**config.mk**
```make
export PLATFORM = sky130hd
export DESIGN_NAME = thermistor_adc_to_celsius_core_flat
export DESIGN_NICKNAME = d
export VERILOG_FILES = /design/src/tac_pkg.sv /design/src/tac_intf.sv /design/src/tac_search.sv /design/src/tac_divider.sv /design/src/thermistor_adc_to_celsius_core.sv /design/src/flat_wrapper.sv
export SDC_FILE = /design/constraint.sdc
export NUM_CORES = 1
export LEC_CHECK = 0
export ABC_AREA = 1
export BUFFER_PORTS_ARGS = -buffer_cell sky130_fd_sc_hd__buf_2
export CORE_MARGIN = 5
export CORE_UTILIZATION = 45
export CTS_CLUSTER_DIAMETER = 150
export CTS_CLUSTER_SIZE = 10
export DETAILED_ROUTE_END_ITERATION = 10
export REMOVE_ABC_BUFFERS = 1
export SLEW_MARGIN = 15
export SYNTH_ARGS = -nofsm -noshare
export SYNTH_HDL_FRONTEND = slang
export SYNTH_SLANG_ARGS = --single-unit
```
**constraint.sdc**
```tcl
create_clock -name clock -period 5.2 [get_ports clock]
set_input_delay 0.52 -clock clock [delete_from_list [all_inputs] [get_ports clock]]
set_output_delay 0.52 -clock clock [all_outputs]
set_load 0.05 [all_outputs]
```
**src/tac_pkg.sv**
```systemverilog
`timescale 1ns / 1ps
// Package for the thermistor ADC to Celsius converter.
// Holds the calibration table, widths, shared types and state codes; no dependencies.
package tac_pkg;

   localparam int TableRows   = 64;
   localparam int StepDegrees = 5;
   localparam int AdcBits     = 10;
   localparam int TempBits    = 10;
   localparam int IdxBits     = $clog2(TableRows);
   localparam int DropBits    = $clog2(StepDegrees + 1);
   localparam int NumBits     = AdcBits + DropBits;

   typedef logic [AdcBits-1:0]         adc_type;
   typedef logic signed [TempBits-1:0] temp_type;
   typedef logic [IdxBits-1:0]         idx_type;
   typedef logic [DropBits-1:0]        drop_type;
   typedef logic [NumBits-1:0]         num_type;

   // Calibration points: ADC codes rise, temperatures fall in fixed steps.
   localparam adc_type AdcRom [TableRows] = '{
      10'd23,   10'd25,   10'd27,   10'd28,   10'd31,   10'd33,   10'd35,   10'd38,
      10'd41,   10'd44,   10'd48,   10'd52,   10'd56,   10'd61,   10'd66,   10'd71,
      10'd78,   10'd84,   10'd92,   10'd100,  10'd109,  10'd120,  10'd131,  10'd143,
      10'd156,  10'd171,  10'd187,  10'd205,  10'd224,  10'd245,  10'd268,  10'd293,
      10'd320,  10'd348,  10'd379,  10'd411,  10'd445,  10'd480,  10'd516,  10'd553,
      10'd591,  10'd628,  10'd665,  10'd702,  10'd737,  10'd770,  10'd801,  10'd830,
      10'd857,  10'd881,  10'd903,  10'd922,  10'd939,  10'd954,  10'd966,  10'd977,
      10'd985,  10'd993,  10'd999,  10'd1004, 10'd1008, 10'd1012, 10'd1016, 10'd1020
   };

   localparam temp_type DegRom [TableRows] = '{
      10'sd300, 10'sd295, 10'sd290, 10'sd285, 10'sd280, 10'sd275, 10'sd270, 10'sd265,
      10'sd260, 10'sd255, 10'sd250, 10'sd245, 10'sd240, 10'sd235, 10'sd230, 10'sd225,
      10'sd220, 10'sd215, 10'sd210, 10'sd205, 10'sd200, 10'sd195, 10'sd190, 10'sd185,
      10'sd180, 10'sd175, 10'sd170, 10'sd165, 10'sd160, 10'sd155, 10'sd150, 10'sd145,
      10'sd140, 10'sd135, 10'sd130, 10'sd125, 10'sd120, 10'sd115, 10'sd110, 10'sd105,
      10'sd100, 10'sd95,  10'sd90,  10'sd85,  10'sd80,  10'sd75,  10'sd70,  10'sd65,
      10'sd60,  10'sd55,  10'sd50,  10'sd45,  10'sd40,  10'sd35,  10'sd30,  10'sd25,
      10'sd20,  10'sd15,  10'sd10,  10'sd5,   10'sd0,   -10'sd5,  -10'sd10, -10'sd15
   };

   // Outcome of the table walk, handed from the search unit to the sequencer.
   typedef struct packed {
      logic     valid;
      logic     flag;
      logic     exact;
      temp_type base;
      adc_type  offset;
      adc_type  span;
   } hit_type;

   typedef enum logic [3:0] {
      StIdle   = 4'b0001,
      StSearch = 4'b0010,
      StDivide = 4'b0100,
      StResp   = 4'b1000
   } state_type;

endpackage

```
**src/tac_intf.sv**
```systemverilog
`timescale 1ns / 1ps
// Valid/ready channel interfaces for the thermistor converter.
// Depends on tac_pkg for the payload types.
interface tac_req_if;
   logic             valid;
   logic             ready;
   tac_pkg::adc_type adc_value;

   modport source (output valid, output adc_value, input ready);
   modport sink (input valid, input adc_value, output ready);
endinterface

interface tac_rsp_if;
   logic              valid;
   logic              ready;
   tac_pkg::temp_type temp_celsius;
   logic              out_of_range;

   modport source (output valid, output temp_celsius, output out_of_range, input ready);
   modport sink (input valid, input temp_celsius, input out_of_range, output ready);
endinterface

```
**src/tac_search.sv**
```systemverilog
`timescale 1ns / 1ps
// Table walk: compares the reading against one calibration row per cycle.
// Depends on tac_pkg for the table and the hit_type result struct.
module tac_search (
   input  logic             clock,
   input  logic             reset,
   input  logic             start,
   input  tac_pkg::adc_type adc_value,
   output tac_pkg::hit_type hit
);
   import tac_pkg::*;

   logic     busy_ff, busy_in;
   idx_type  idx_ff, idx_in;
   adc_type  reading_ff, reading_in;
   adc_type  prev_adc_ff, prev_adc_in;
   temp_type prev_deg_ff, prev_deg_in;
   hit_type  hit_ff, hit_in;

   adc_type           cur_adc;
   temp_type          cur_deg;
   logic [AdcBits:0]  diff;
   logic              lt;
   logic              eq;

   assign cur_adc = AdcRom[idx_ff];
   assign cur_deg = DegRom[idx_ff];
   // One subtractor gives both the equal and the less-than answer.
   assign diff    = {1'b0, reading_ff} - {1'b0, cur_adc};
   assign lt      = diff[AdcBits];
   assign eq      = (diff == '0);

   always_comb begin
      busy_in     = busy_ff;
      idx_in      = idx_ff;
      reading_in  = reading_ff;
      prev_adc_in = prev_adc_ff;
      prev_deg_in = prev_deg_ff;
      hit_in      = hit_ff;
      hit_in.valid = 1'b0;
      if (start) begin
         busy_in    = 1'b1;
         idx_in     = '0;
         reading_in = adc_value;
      end else if (busy_ff) begin
         priority if (eq) begin
            busy_in      = 1'b0;
            hit_in.valid = 1'b1;
            hit_in.flag  = 1'b0;
            hit_in.exact = 1'b1;
            hit_in.base  = cur_deg;
         end else if (lt) begin
            busy_in      = 1'b0;
            hit_in.valid = 1'b1;
            if (idx_ff == '0) begin
               // Below the first row: saturate to the hot end.
               hit_in.flag  = 1'b1;
               hit_in.exact = 1'b1;
               hit_in.base  = cur_deg;
            end else begin
               hit_in.flag   = 1'b0;
               hit_in.exact  = 1'b0;
               hit_in.base   = prev_deg_ff;
               hit_in.offset = reading_ff - prev_adc_ff;
               hit_in.span   = cur_adc - prev_adc_ff;
            end
         end else if (idx_ff == idx_type'(TableRows - 1)) begin
            // Above the last row: saturate to the cold end.
            busy_in      = 1'b0;
            hit_in.valid = 1'b1;
            hit_in.flag  = 1'b1;
            hit_in.exact = 1'b1;
            hit_in.base  = cur_deg;
         end else begin
            idx_in      = idx_ff + idx_type'(1);
            prev_adc_in = cur_adc;
            prev_deg_in = cur_deg;
         end
      end
   end

   always_ff @(posedge clock) begin
      if (reset) begin
         busy_ff      <= 1'b0;
         hit_ff.valid <= 1'b0;
      end else begin
         busy_ff      <= busy_in;
         hit_ff.valid <= hit_in.valid;
      end
      idx_ff        <= idx_in;
      reading_ff    <= reading_in;
      prev_adc_ff   <= prev_adc_in;
      prev_deg_ff   <= prev_deg_in;
      hit_ff.flag   <= hit_in.flag;
      hit_ff.exact  <= hit_in.exact;
      hit_ff.base   <= hit_in.base;
      hit_ff.offset <= hit_in.offset;
      hit_ff.span   <= hit_in.span;
   end

   assign hit = hit_ff;

endmodule

```
**src/tac_divider.sv**
```systemverilog
`timescale 1ns / 1ps
// Ceiling divider for the interpolation drop, by repeated subtraction.
// Depends on tac_pkg for widths.
module tac_divider (
   input  logic              clock,
   input  logic              reset,
   input  logic              load,
   input  tac_pkg::adc_type  offset,
   input  tac_pkg::adc_type  span,
   output logic              done,
   output tac_pkg::drop_type drop
);
   import tac_pkg::*;

   logic     busy_ff, busy_in;
   logic     done_ff, done_in;
   num_type  rem_ff, rem_in;
   num_type  span_ff, span_in;
   drop_type quo_ff, quo_in;

   always_comb begin
      busy_in = busy_ff;
      done_in = 1'b0;
      rem_in  = rem_ff;
      span_in = span_ff;
      quo_in  = quo_ff;
      if (load) begin
         // Adding span minus one turns the floor quotient into a ceiling.
         busy_in = 1'b1;
         rem_in  = num_type'(StepDegrees) * num_type'(offset) + num_type'(span)
                   - num_type'(1);
         span_in = num_type'(span);
         quo_in  = '0;
      end else if (busy_ff) begin
         if (rem_ff >= span_ff) begin
            rem_in = rem_ff - span_ff;
            quo_in = quo_ff + drop_type'(1);
         end else begin
            busy_in = 1'b0;
            done_in = 1'b1;
         end
      end
   end

   always_ff @(posedge clock) begin
      if (reset) begin
         busy_ff <= 1'b0;
         done_ff <= 1'b0;
      end else begin
         busy_ff <= busy_in;
         done_ff <= done_in;
      end
      rem_ff  <= rem_in;
      span_ff <= span_in;
      quo_ff  <= quo_in;
   end

   assign done = done_ff;
   assign drop = quo_ff;

endmodule

```
**src/thermistor_adc_to_celsius_core.sv**
```systemverilog
`timescale 1ns / 1ps
// Top level of the thermistor ADC to Celsius converter.
// Depends on tac_pkg, tac_intf, tac_search and tac_divider.

// Converts one 10-bit thermistor reading per request into whole degrees
// Celsius by walking a 64-row calibration table and interpolating linearly
// between the two rows that bracket the reading, rounding the drop up.
// Readings outside the table saturate to 300 or -15 and set out_of_range.
// One request is handled at a time; req ready is high only while idle.
// The table walk visits one row per cycle, and an interpolated reading then
// passes through the repeated-subtraction divider before its response.
module thermistor_adc_to_celsius_core (
   input logic      clock,
   input logic      reset,
   tac_req_if.sink   req_ch,
   tac_rsp_if.source rsp_ch
);
   import tac_pkg::*;

   state_type state_ff, state_in;
   temp_type  base_ff, base_in;
   temp_type  temp_ff, temp_in;
   logic      flag_ff, flag_in;

   hit_type  hit;
   logic     div_done;
   drop_type drop;
   logic     req_take;
   logic     div_load;

   assign req_take = req_ch.valid && req_ch.ready;
   assign div_load = (state_ff == StSearch) && hit.valid && !hit.exact;

   tac_search u_search (
      .clock     (clock),
      .reset     (reset),
      .start     (req_take),
      .adc_value (req_ch.adc_value),
      .hit       (hit)
   );

   tac_divider u_divider (
      .clock  (clock),
      .reset  (reset),
      .load   (div_load),
      .offset (hit.offset),
      .span   (hit.span),
      .done   (div_done),
      .drop   (drop)
   );

   always_comb begin
      state_in = state_ff;
      base_in  = base_ff;
      temp_in  = temp_ff;
      flag_in  = flag_ff;
      unique case (state_ff)
         StIdle: begin
            if (req_take) begin
               state_in = StSearch;
            end
         end
         StSearch: begin
            if (hit.valid) begin
               flag_in = hit.flag;
               base_in = hit.base;
               if (hit.exact) begin
                  temp_in  = hit.base;
                  state_in = StResp;
               end else begin
                  state_in = StDivide;
               end
            end
         end
         StDivide: begin
            if (div_done) begin
               temp_in  = base_ff - temp_type'(drop);
               state_in = StResp;
            end
         end
         StResp: begin
            if (rsp_ch.ready) begin
               state_in = StIdle;
            end
         end
         default: begin
            state_in = StIdle;
         end
      endcase
   end

   always_ff @(posedge clock) begin
      if (reset) begin
         state_ff <= StIdle;
      end else begin
         state_ff <= state_in;
      end
      base_ff <= base_in;
      temp_ff <= temp_in;
      flag_ff <= flag_in;
   end

   assign req_ch.ready        = (state_ff == StIdle);
   assign rsp_ch.valid        = (state_ff == StResp);
   assign rsp_ch.temp_celsius = temp_ff;
   assign rsp_ch.out_of_range = flag_ff;

`ifndef NO_ASSERTIONS
   a_start_search: assert property (@(posedge clock) disable iff (reset)
      req_take |=> (state_ff == StSearch))
      else $error("accepted request did not start the table walk");

   a_hit_in_search: assert property (@(posedge clock) disable iff (reset)
      hit.valid |-> (state_ff == StSearch))
      else $error("table walk finished outside the search state");

   a_div_in_divide: assert property (@(posedge clock) disable iff (reset)
      div_done |-> (state_ff == StDivide))
      else $error("divider finished outside the divide state");

   a_saturated: assert property (@(posedge clock) disable iff (reset)
      (rsp_ch.valid && rsp_ch.out_of_range) |->
         (rsp_ch.temp_celsius == DegRom[0]) ||
         (rsp_ch.temp_celsius == DegRom[TableRows-1]))
      else $error("out-of-range response not saturated to a table end");
`endif

endmodule

```
**src/flat_wrapper.sv**
```systemverilog
// flat-port wrapper written by rule: the top's interface ports become plain ports
module thermistor_adc_to_celsius_core_flat import tac_pkg::*;
  (clock, reset, req_ch_valid, req_ch_adc_value, req_ch_ready, rsp_ch_valid, rsp_ch_temp_celsius, rsp_ch_out_of_range, rsp_ch_ready);
  tac_req_if req_ch_i ();
  tac_rsp_if rsp_ch_i ();
  input logic clock;
  input logic reset;
  input wire logic [$bits(req_ch_i.valid)-1:0] req_ch_valid;
  input wire logic [$bits(req_ch_i.adc_value)-1:0] req_ch_adc_value;
  output wire logic [$bits(req_ch_i.ready)-1:0] req_ch_ready;
  output wire logic [$bits(rsp_ch_i.valid)-1:0] rsp_ch_valid;
  output wire logic [$bits(rsp_ch_i.temp_celsius)-1:0] rsp_ch_temp_celsius;
  output wire logic [$bits(rsp_ch_i.out_of_range)-1:0] rsp_ch_out_of_range;
  input wire logic [$bits(rsp_ch_i.ready)-1:0] rsp_ch_ready;
  assign req_ch_i.valid = req_ch_valid;
  assign req_ch_i.adc_value = req_ch_adc_value;
  assign req_ch_ready = req_ch_i.ready;
  assign rsp_ch_valid = rsp_ch_i.valid;
  assign rsp_ch_temp_celsius = rsp_ch_i.temp_celsius;
  assign rsp_ch_out_of_range = rsp_ch_i.out_of_range;
  assign rsp_ch_i.ready = rsp_ch_ready;
  thermistor_adc_to_celsius_core u_core (.clock(clock), .reset(reset), .req_ch(req_ch_i), .rsp_ch(rsp_ch_i));
endmodule
```
# --- Yosys cells after proc, flatten, opt, wreduce, memory -nomap -nowiden ---
# Memory sizes are Yosys's and may differ from the RTL's.
# Cells that the tools add are included.
totals:
  ff_bits: 123
  rom_bits: 1280
  inputBits: 14
  output_inout_bits: 13
  word_cells: 103
  memories: 2
mem_list:
  columns: ["memory", "depth", "word_bits", "read_ports", "rd_ports_with_merged_regs", "write_ports", "line", "rtl"]
  rows:
  - ["(name not given)", 64, 10, 1, 0, 0, "tac_search.sv:27", "assign cur_deg = DegRom[idx_ff];"]
  - ["(name not given)", 64, 10, 1, 0, 0, "tac_search.sv:26", "assign cur_adc = AdcRom[idx_ff];"]
classes:
  add_sub_neg: 9
  mul: 1
  n_lt_le_gt_ge: 2
  eq_ne: 10
  mux: 30
  bitwise: 8
  reduce_logical: 21
ops:
  columns: ["operator", "count"]
  rows:
  - ["13-bit two-way mux", 6]
  - ["10-bit two-way mux", 7]
  - ["4-bit two-way mux", 5]
  - ["10-bit one-hot mux with 2 select lines", 1]
  - ["10-bit subtractor", 2]
  - ["4-bit one-hot mux with 4 select lines", 1]
  - ["13-bit by 10-bit adder with 13-bit output", 1]
  - ["13-bit by 10-bit >= comparator with 1-bit output", 1]
  - ["3-bit by 10-bit multiplier with 13-bit output (first input constant)", 1]
  - ["13-bit by 1-bit subtractor with 13-bit output (second input constant)", 1]
  - ["13-bit by 10-bit subtractor with 13-bit output", 1]
  - ["12-bit two-way mux", 1]
  - ["4-bit AND reduction", 3]
  - ["11-bit zero test", 1]
  - ["10-bit by 10-bit subtractor with 11-bit output", 1]
  - ["5-bit AND reduction", 2]
  - ["10-bit by 4-bit subtractor with 10-bit output", 1]
  - ["1-bit two-way mux", 9]
  - ["2-bit != test (second input constant)", 4]
  - ["7-bit >= comparator (second input constant)", 1]
  - ["1-bit NOT", 7]
  - ["6-bit NOT with 7-bit output", 1]
  - ["6-bit by 1-bit adder with 6-bit output (second input constant)", 1]
  - ["6-bit equality test (second input constant)", 1]
  - ["14 further kinds", 21]

# --- Depth between registers and ports, before layout ---
logic_depth:
  depth_word: 9
  depth_mapped: 27
  depth_no_buf: 26

# --- Hierarchy ---
# Synthesis repeated with hierarchy kept, for this count alone.
hier_totals:
  cells_unflattened: 1131
  area_unflattened_um2: 9156.3
modules_own_cells:
  columns: ["mod", "n_inst", "cells_per_inst", "area_each_um2", "seq_area_each_um2"]
  rows:
  - ["tac_search", 1, 613, 4982.3, 2021.9]
  - ["tac_divider", 1, 375, 2864.0, 790.8]
  - ["thermistor_adc_to_celsius_core", 1, 143, 1310.0, 710.7]

# --- Worst setup path before layout ---
# OpenSTA, ideal clock, no wires.
synth_timing:
  kind: "reg2reg"
  startpoint: "register u_core.u_search.idx_ff[0]"
  endpoint: "register u_core.u_search.hit_ff, in the netlist u_core.u_search.hit[20] (enable)"
  setup_ps: 380
  arrival_time_ps: 3782
  required_time_ps: 4820
  slack_ps: 1038
  path_stages_with_launch: 25
  n_path_buf: 2
  synth_period_minus_slack_ps: 4162
  path_cell_list: "dfxtp_1 > clkbuf_1 > inv_1 > ha_1 > clkbuf_2 > a21oi_1 > inv_1 > o211ai_1 > nand2_1 > o21ai_1 > inv_1 > fa_1 > inv_1 > nand2_1 > nand2_1 > nand3_1 > nand3_1 > nand2_1 > inv_2 > nand2_2 > nor2_4 > nand3_4 > nand2_4 > inv_2 > nor2_1"
synth_via:
  elab_chain_cells: 8
  word_cells_on_any_way: 9
  cone_classes: "1 x add/sub; 1 x eq/ne; 2 x mux; 1 x bitwise; 3 x reduce/logical; 1 x memory"
synth_lines:
  columns: ["item", "line", "rtl"]
  rows:
  - ["start, declared", "tac_search.sv:14", "idx_type idx_ff, idx_in;"]
  - ["start signal, assigned", "tac_search.sv:90", "idx_ff <= idx_in;"]
  - ["6-bit NOT with 7-bit output (implied by the code) *", "tac_search.sv:26", null]
  - ["memory read 64 x 10 bit *", null, null]
  - ["10-bit two-way mux (implied by the code) * (2 in a row)", "tac_search.sv:26", null]
  - ["named net u_core.u_search.cur_adc[1]", "tac_search.sv:20", "adc_type cur_adc;"]
  - ["10-bit by 10-bit subtractor with 11-bit output *", "tac_search.sv:29", "assign diff = {1'b0, reading_ff} - {1'b0, cur_adc};"]
  - ["11-bit zero test", "tac_search.sv:31", "assign eq = (diff == '0);"]
  - ["3-bit nonzero test (no line) *", null, null]
  - ["3-bit AND reduction (no line) *", null, null]
  - ["end, declared", "tac_search.sv:18", "hit_type hit_ff, hit_in;"]
# The timed path passes the listed nets; every way through them passes the cells marked *. The select of a mux whose other input is x is not followed.
# A chain may end at the register's enable or synchronous reset.

# --- Final worst setup path ---
layout_timing:
  startpoint: "register u_core.u_search.idx_ff[0]"
  endpoint: "register u_core.u_search.prev_deg_ff[3] (enable)"
layout_via:
  elab_chain_cells: 8
  word_cells_on_any_way: 11
  cone_classes: "1 x add/sub; 1 x eq/ne; 2 x mux; 4 x bitwise; 2 x reduce/logical; 1 x memory"
layout_lines:
  columns: ["item", "line", "rtl"]
  rows:
  - ["6-bit NOT with 7-bit output (implied by the code) *", "tac_search.sv:26", null]
  - ["memory read 64 x 10 bit *", null, null]
  - ["10-bit two-way mux (implied by the code) * (2 in a row)", "tac_search.sv:26", null]
  - ["named net u_core.u_search.cur_adc[1]", "tac_search.sv:20", null]
  - ["10-bit by 10-bit subtractor with 11-bit output *", "tac_search.sv:29", null]
  - ["11-bit zero test", "tac_search.sv:31", null]
  - ["1-bit NOT (no line)", null, null]
  - ["5-bit AND reduction (no line) *", null, null]
  - ["end signal, assigned", "tac_search.sv:93", "prev_deg_ff <= prev_deg_in;"]
  - ["end, declared", "tac_search.sv:17", "temp_type prev_deg_ff, prev_deg_in;"]
# Marks and branches as above.

==> out/results.ini <==
[power]
power.density_mw_per_mm2=299.2
clkPwrFrac=0.389
leakage_uw=0.004364
peakVddDrop_mv=0.2306
total_power_uw=2909
switching_share=0.3026
p_int_uw=2029
pwr-share-seq=0.396
comb_power_share=0.215
p_sw_uw=880.3

[hold_path]
min-delay-start=req_ch_adc_value[9]
min_path_cells=1
hold_path_class=input port to flop
hold_end=u_core.u_search.reading_ff[9]$_DFFE_PP_

[worst_setup_path]
cp_max_fo=13
rr_endpoint=u_core.u_search.prev_deg_ff[3]$_DFFE_PP_
worst_setup_path_start_kind=flop
critPathLaunch=u_core.u_search.idx_ff[0]$_SDFFE_PP0P_
cpMostUsedCell=nand2_1
path_buf_inv=7
end_kind=flop
r2r_cells=24
critPathArrivalTime_ps=4540
cp_top_family=simple AND/OR/NAND/NOR gates
crit_type=flop to flop
crit_path_max_incr_delay_ps=550
critical_path_required_ps=5320
r2r-start=u_core.u_search.idx_ff[0]$_SDFFE_PP0P_
cp_slowest_cell=dfxtp_1
r2r_setup_slack_ps=780
critical_path.cell_chain=inv_1 > ha_1 > a21oi_1 > inv_1 > o21ai_0 > nand2_1 > inv_1 > o21ai_1 > inv_1 > fa_1 > inv_1 > nand2_1 > nand2_1 > nand3_1 > nand2_1 > nand2_1 > nand2_1 > inv_2 > nand2_2 > nor2_4 > nand3_4 > nand2_4 > nor2_4 > buf_12

[clock_network]
postCtsSetupRepairBufs=0
hold_buffers=0
cts_tree=built
cts.sinks=123
numCtsBuffers=17
root_buffer=clkbuf_16
post_cts_resized=0
insertion_delay_ps=410
clk_path_buf_depth=2
clkTransAtPathRegs_ps=60
htreeDepth=4

[detailed_routing]
via_per_inst=4.990
drt_iter0_drc=420
avgRoutedWirePerCell_um=14.19
drc=0
routed_wirelength_um=18980
detail_route.first_pass.iterations=6
drt.antenna.violating_nets=0
num_vias=6677

[timing]
fin_crit_ps=4417
maxSlewHeadroom=0.3404
slew_violations=0
finalHoldViolations=0
worst_slew_pin_slew_ps=989.5
skew_ps=10.15
setup_ws_ps=782.8
setup_tns_ps=0
max_freq_mhz=226.4
period_share=0.8495
rsz0062_at_grt=no
setup_violations=0

[global_routing]
grt_pass1_vias=6401
grt_max_degree=30
overflow=0
track_usage=0.1768
grt_pass1_wl_um=31310
antenna_found_initial=0

[placed_design]
dp.cells=1306
pre_cts_ws_ps=807.5
portBuffers=26
routabilityCongestion=0.9259
place_hpwl_um=14980

[synth]
synth_compound_area_frac=0.1141
yosysWarnings=0
synth-edff-count=106
async_reset_ff_frac=0
synthesis.area_mm2=0.008721
synth_seq_area_share=0.4040
synth_seq_cells=123
synth-simple-area-share=0.2009
muxShareOfSynthArea=0.001291
synth_cell_types=52
synth_top_family_by_area=simple AND/OR/NAND/NOR gates
synth-adder-area-share=0.1552
avgSynthCellArea_um2=8.475
synth_xor_area_frac=0.03113
synth-main-ff-cell=edfxtp_1
synth_cells=1029

[die]
start_util=0.4525
dieWidth_um=149.2
boundaryPins=27
fp-row-count=51
die_h_um=149.2
die_area_mm2=0.02226
coreArea_mm2=0.01927

[layout]
fin_nets=1169
drive_gt1_frac=0.09972
area_growth_pct=11.49
num_antenna_cells=0
layoutNonFillerInstCount=1338

[job]
cap_violations=0

[outcome]
status=completed

[final cells by class]
class,instances,area (um2)
tap,265,331.6
sequential,123,3523
clock buffer,20,456.7
clock inverter,12,116.4
timing repair buffer,34,202.7
multi-input combinational,695,4383
inverter,189,709.4
fill,1857,9548
[worst max path at each step]
stage | endpoint | depth (start not counted) | slack [ps]
after detailed placement | u_core.u_search.prev_deg_ff[0]$_DFFE_PP_ | 24 | 810
after floorplan | u_core.u_search.hit[20]$_DFFE_PP_ | 21 | 1110
final | u_core.u_search.prev_deg_ff[3]$_DFFE_PP_ | 24 | 780
after global placement | u_core.u_search.prev_deg_ff[0]$_DFFE_PP_ | 24 | 910
after CTS | u_core.u_search.prev_deg_ff[3]$_DFFE_PP_ | 24 | 770
after global routing | u_core.u_search.prev_deg_ff[9]$_DFFE_PP_ | 22 | 430
[power groups by stage]
stage / logic (uW) / registers, uW / clock network (uW)
after floorplan: 470 / 1170 / 0
after global placement: 625 / 1170 / 0
after detailed placement: 625 / 1170 / 0
after CTS: 630 / 1150 / 1160
after global routing: 712 / 1160 / 1210
final: 626 / 1150 / 1130
[cell usage in the layout, fill, tap and decap left out, drive strengths merged, types with 17 or more instances in the layout]
cell,n
fa,22
nand3,65
nor2,91
nand2,211
inv,191
clkbuf,20
buf,34
edfxtp,106
xor2,19
a21oi,61
dfxtp,17
ha,73
o21ai,68
[sequential cells by signal, indices dropped and copies added (netlist names), 3 cells and up]
register                     cells
u_core.state_ff                  4
u_core.u_divider.rem_ff         13
u_core.u_search.prev_deg_ff     10
u_core.u_search.prev_adc_ff     10
u_core.base_ff                  10
u_core.u_search.idx_ff           6
u_core.u_search.reading_ff      10
u_core.u_divider.drop            3
u_core.u_search.hit             33
u_core.rsp_ch.temp_celsius      10
u_core.u_divider.span_ff        10
[logic make-up (layout without fill, tap and decap cells)]
family                     Yosys count  in the layout
xor gates and xnor gates            31             31
adders and majority gates           95             95
DFF                                123            123
buffers and inverters              211            255
AOI/OAI and AO/OA                  173            173
and+or+nand+nor                    395            395
muxes                                1              1
[worst reg2reg max path: cells and delay by family, from the launching register on]
family / cells / cell delay [ps]
simple gates: 12 / 1150
fa+ha+maj: 2 / 970
compound gates: 3 / 490
flops: 1 / 550
buf+inv: 7 / 930
[cell usage after synthesis, types with 2 or more instances]
master	count	area (um2)
nor3_1	10	50.05
xor2_1	19	166.4
o22ai_1	5	31.28
o211ai_1	7	52.55
inv_1	181	679.4
buf_2	11	55.05
o31ai_1	6	45.04
a21oi_1	59	295.3
nor2_1	85	319.1
a31oi_1	11	68.82
clkbuf_1	9	33.78
nand4_1	5	31.28
o221ai_1	2	17.52
nor3_2	4	40.04
o21ai_0	60	300.3
o21bai_1	4	30.03
edfxtp_1	106	3183
dfxtp_1	17	340.3
o21ai_1	7	35.03
nand3_2	7	70.07
ha_1	73	913.4
inv_2	8	30.03
o2111ai_1	2	17.52
nand2_2	7	43.79
fa_1	22	440.4
nand2_4	2	22.52
nand2_1	202	758.2
nor4_1	2	12.51
nand3b_1	2	15.01
nor2_2	3	18.77
nand3_1	57	285.3
nor2_4	3	33.78
xnor2_1	12	105.1
[stage by stage]
| stage | utilization | hold slack [ps] | cell area (um2) |
|---|---|---|---|
| after floorplan | - | 400.3 | 8616 |
| after global placement | 0.4748 | 422.6 | 9150 |
| after detailed placement | 0.4748 | 417.3 | 9150 |
| after CTS | 0.5045 | 265.1 | 9723 |
| after global routing | 0.5045 | 264.3 | 9723 |
| final | 0.5045 | 284.1 | 9723 |
[metal layers]
| layer | GRT usage | up-vias | wire length [um] |
|---|---|---|---|
| met5 | 0 | - | 0 |
| met4 | 0.07323 | 0 | 508 |
| met3 | 0.02431 | 28 | 683 |
| met2 | 0.2856 | 154 | 8773 |
| met1 | 0.2402 | 3026 | 9016 |
| li1 | - | 3469 | - |
No activity file was read; power rests on OpenSTA's default activity.
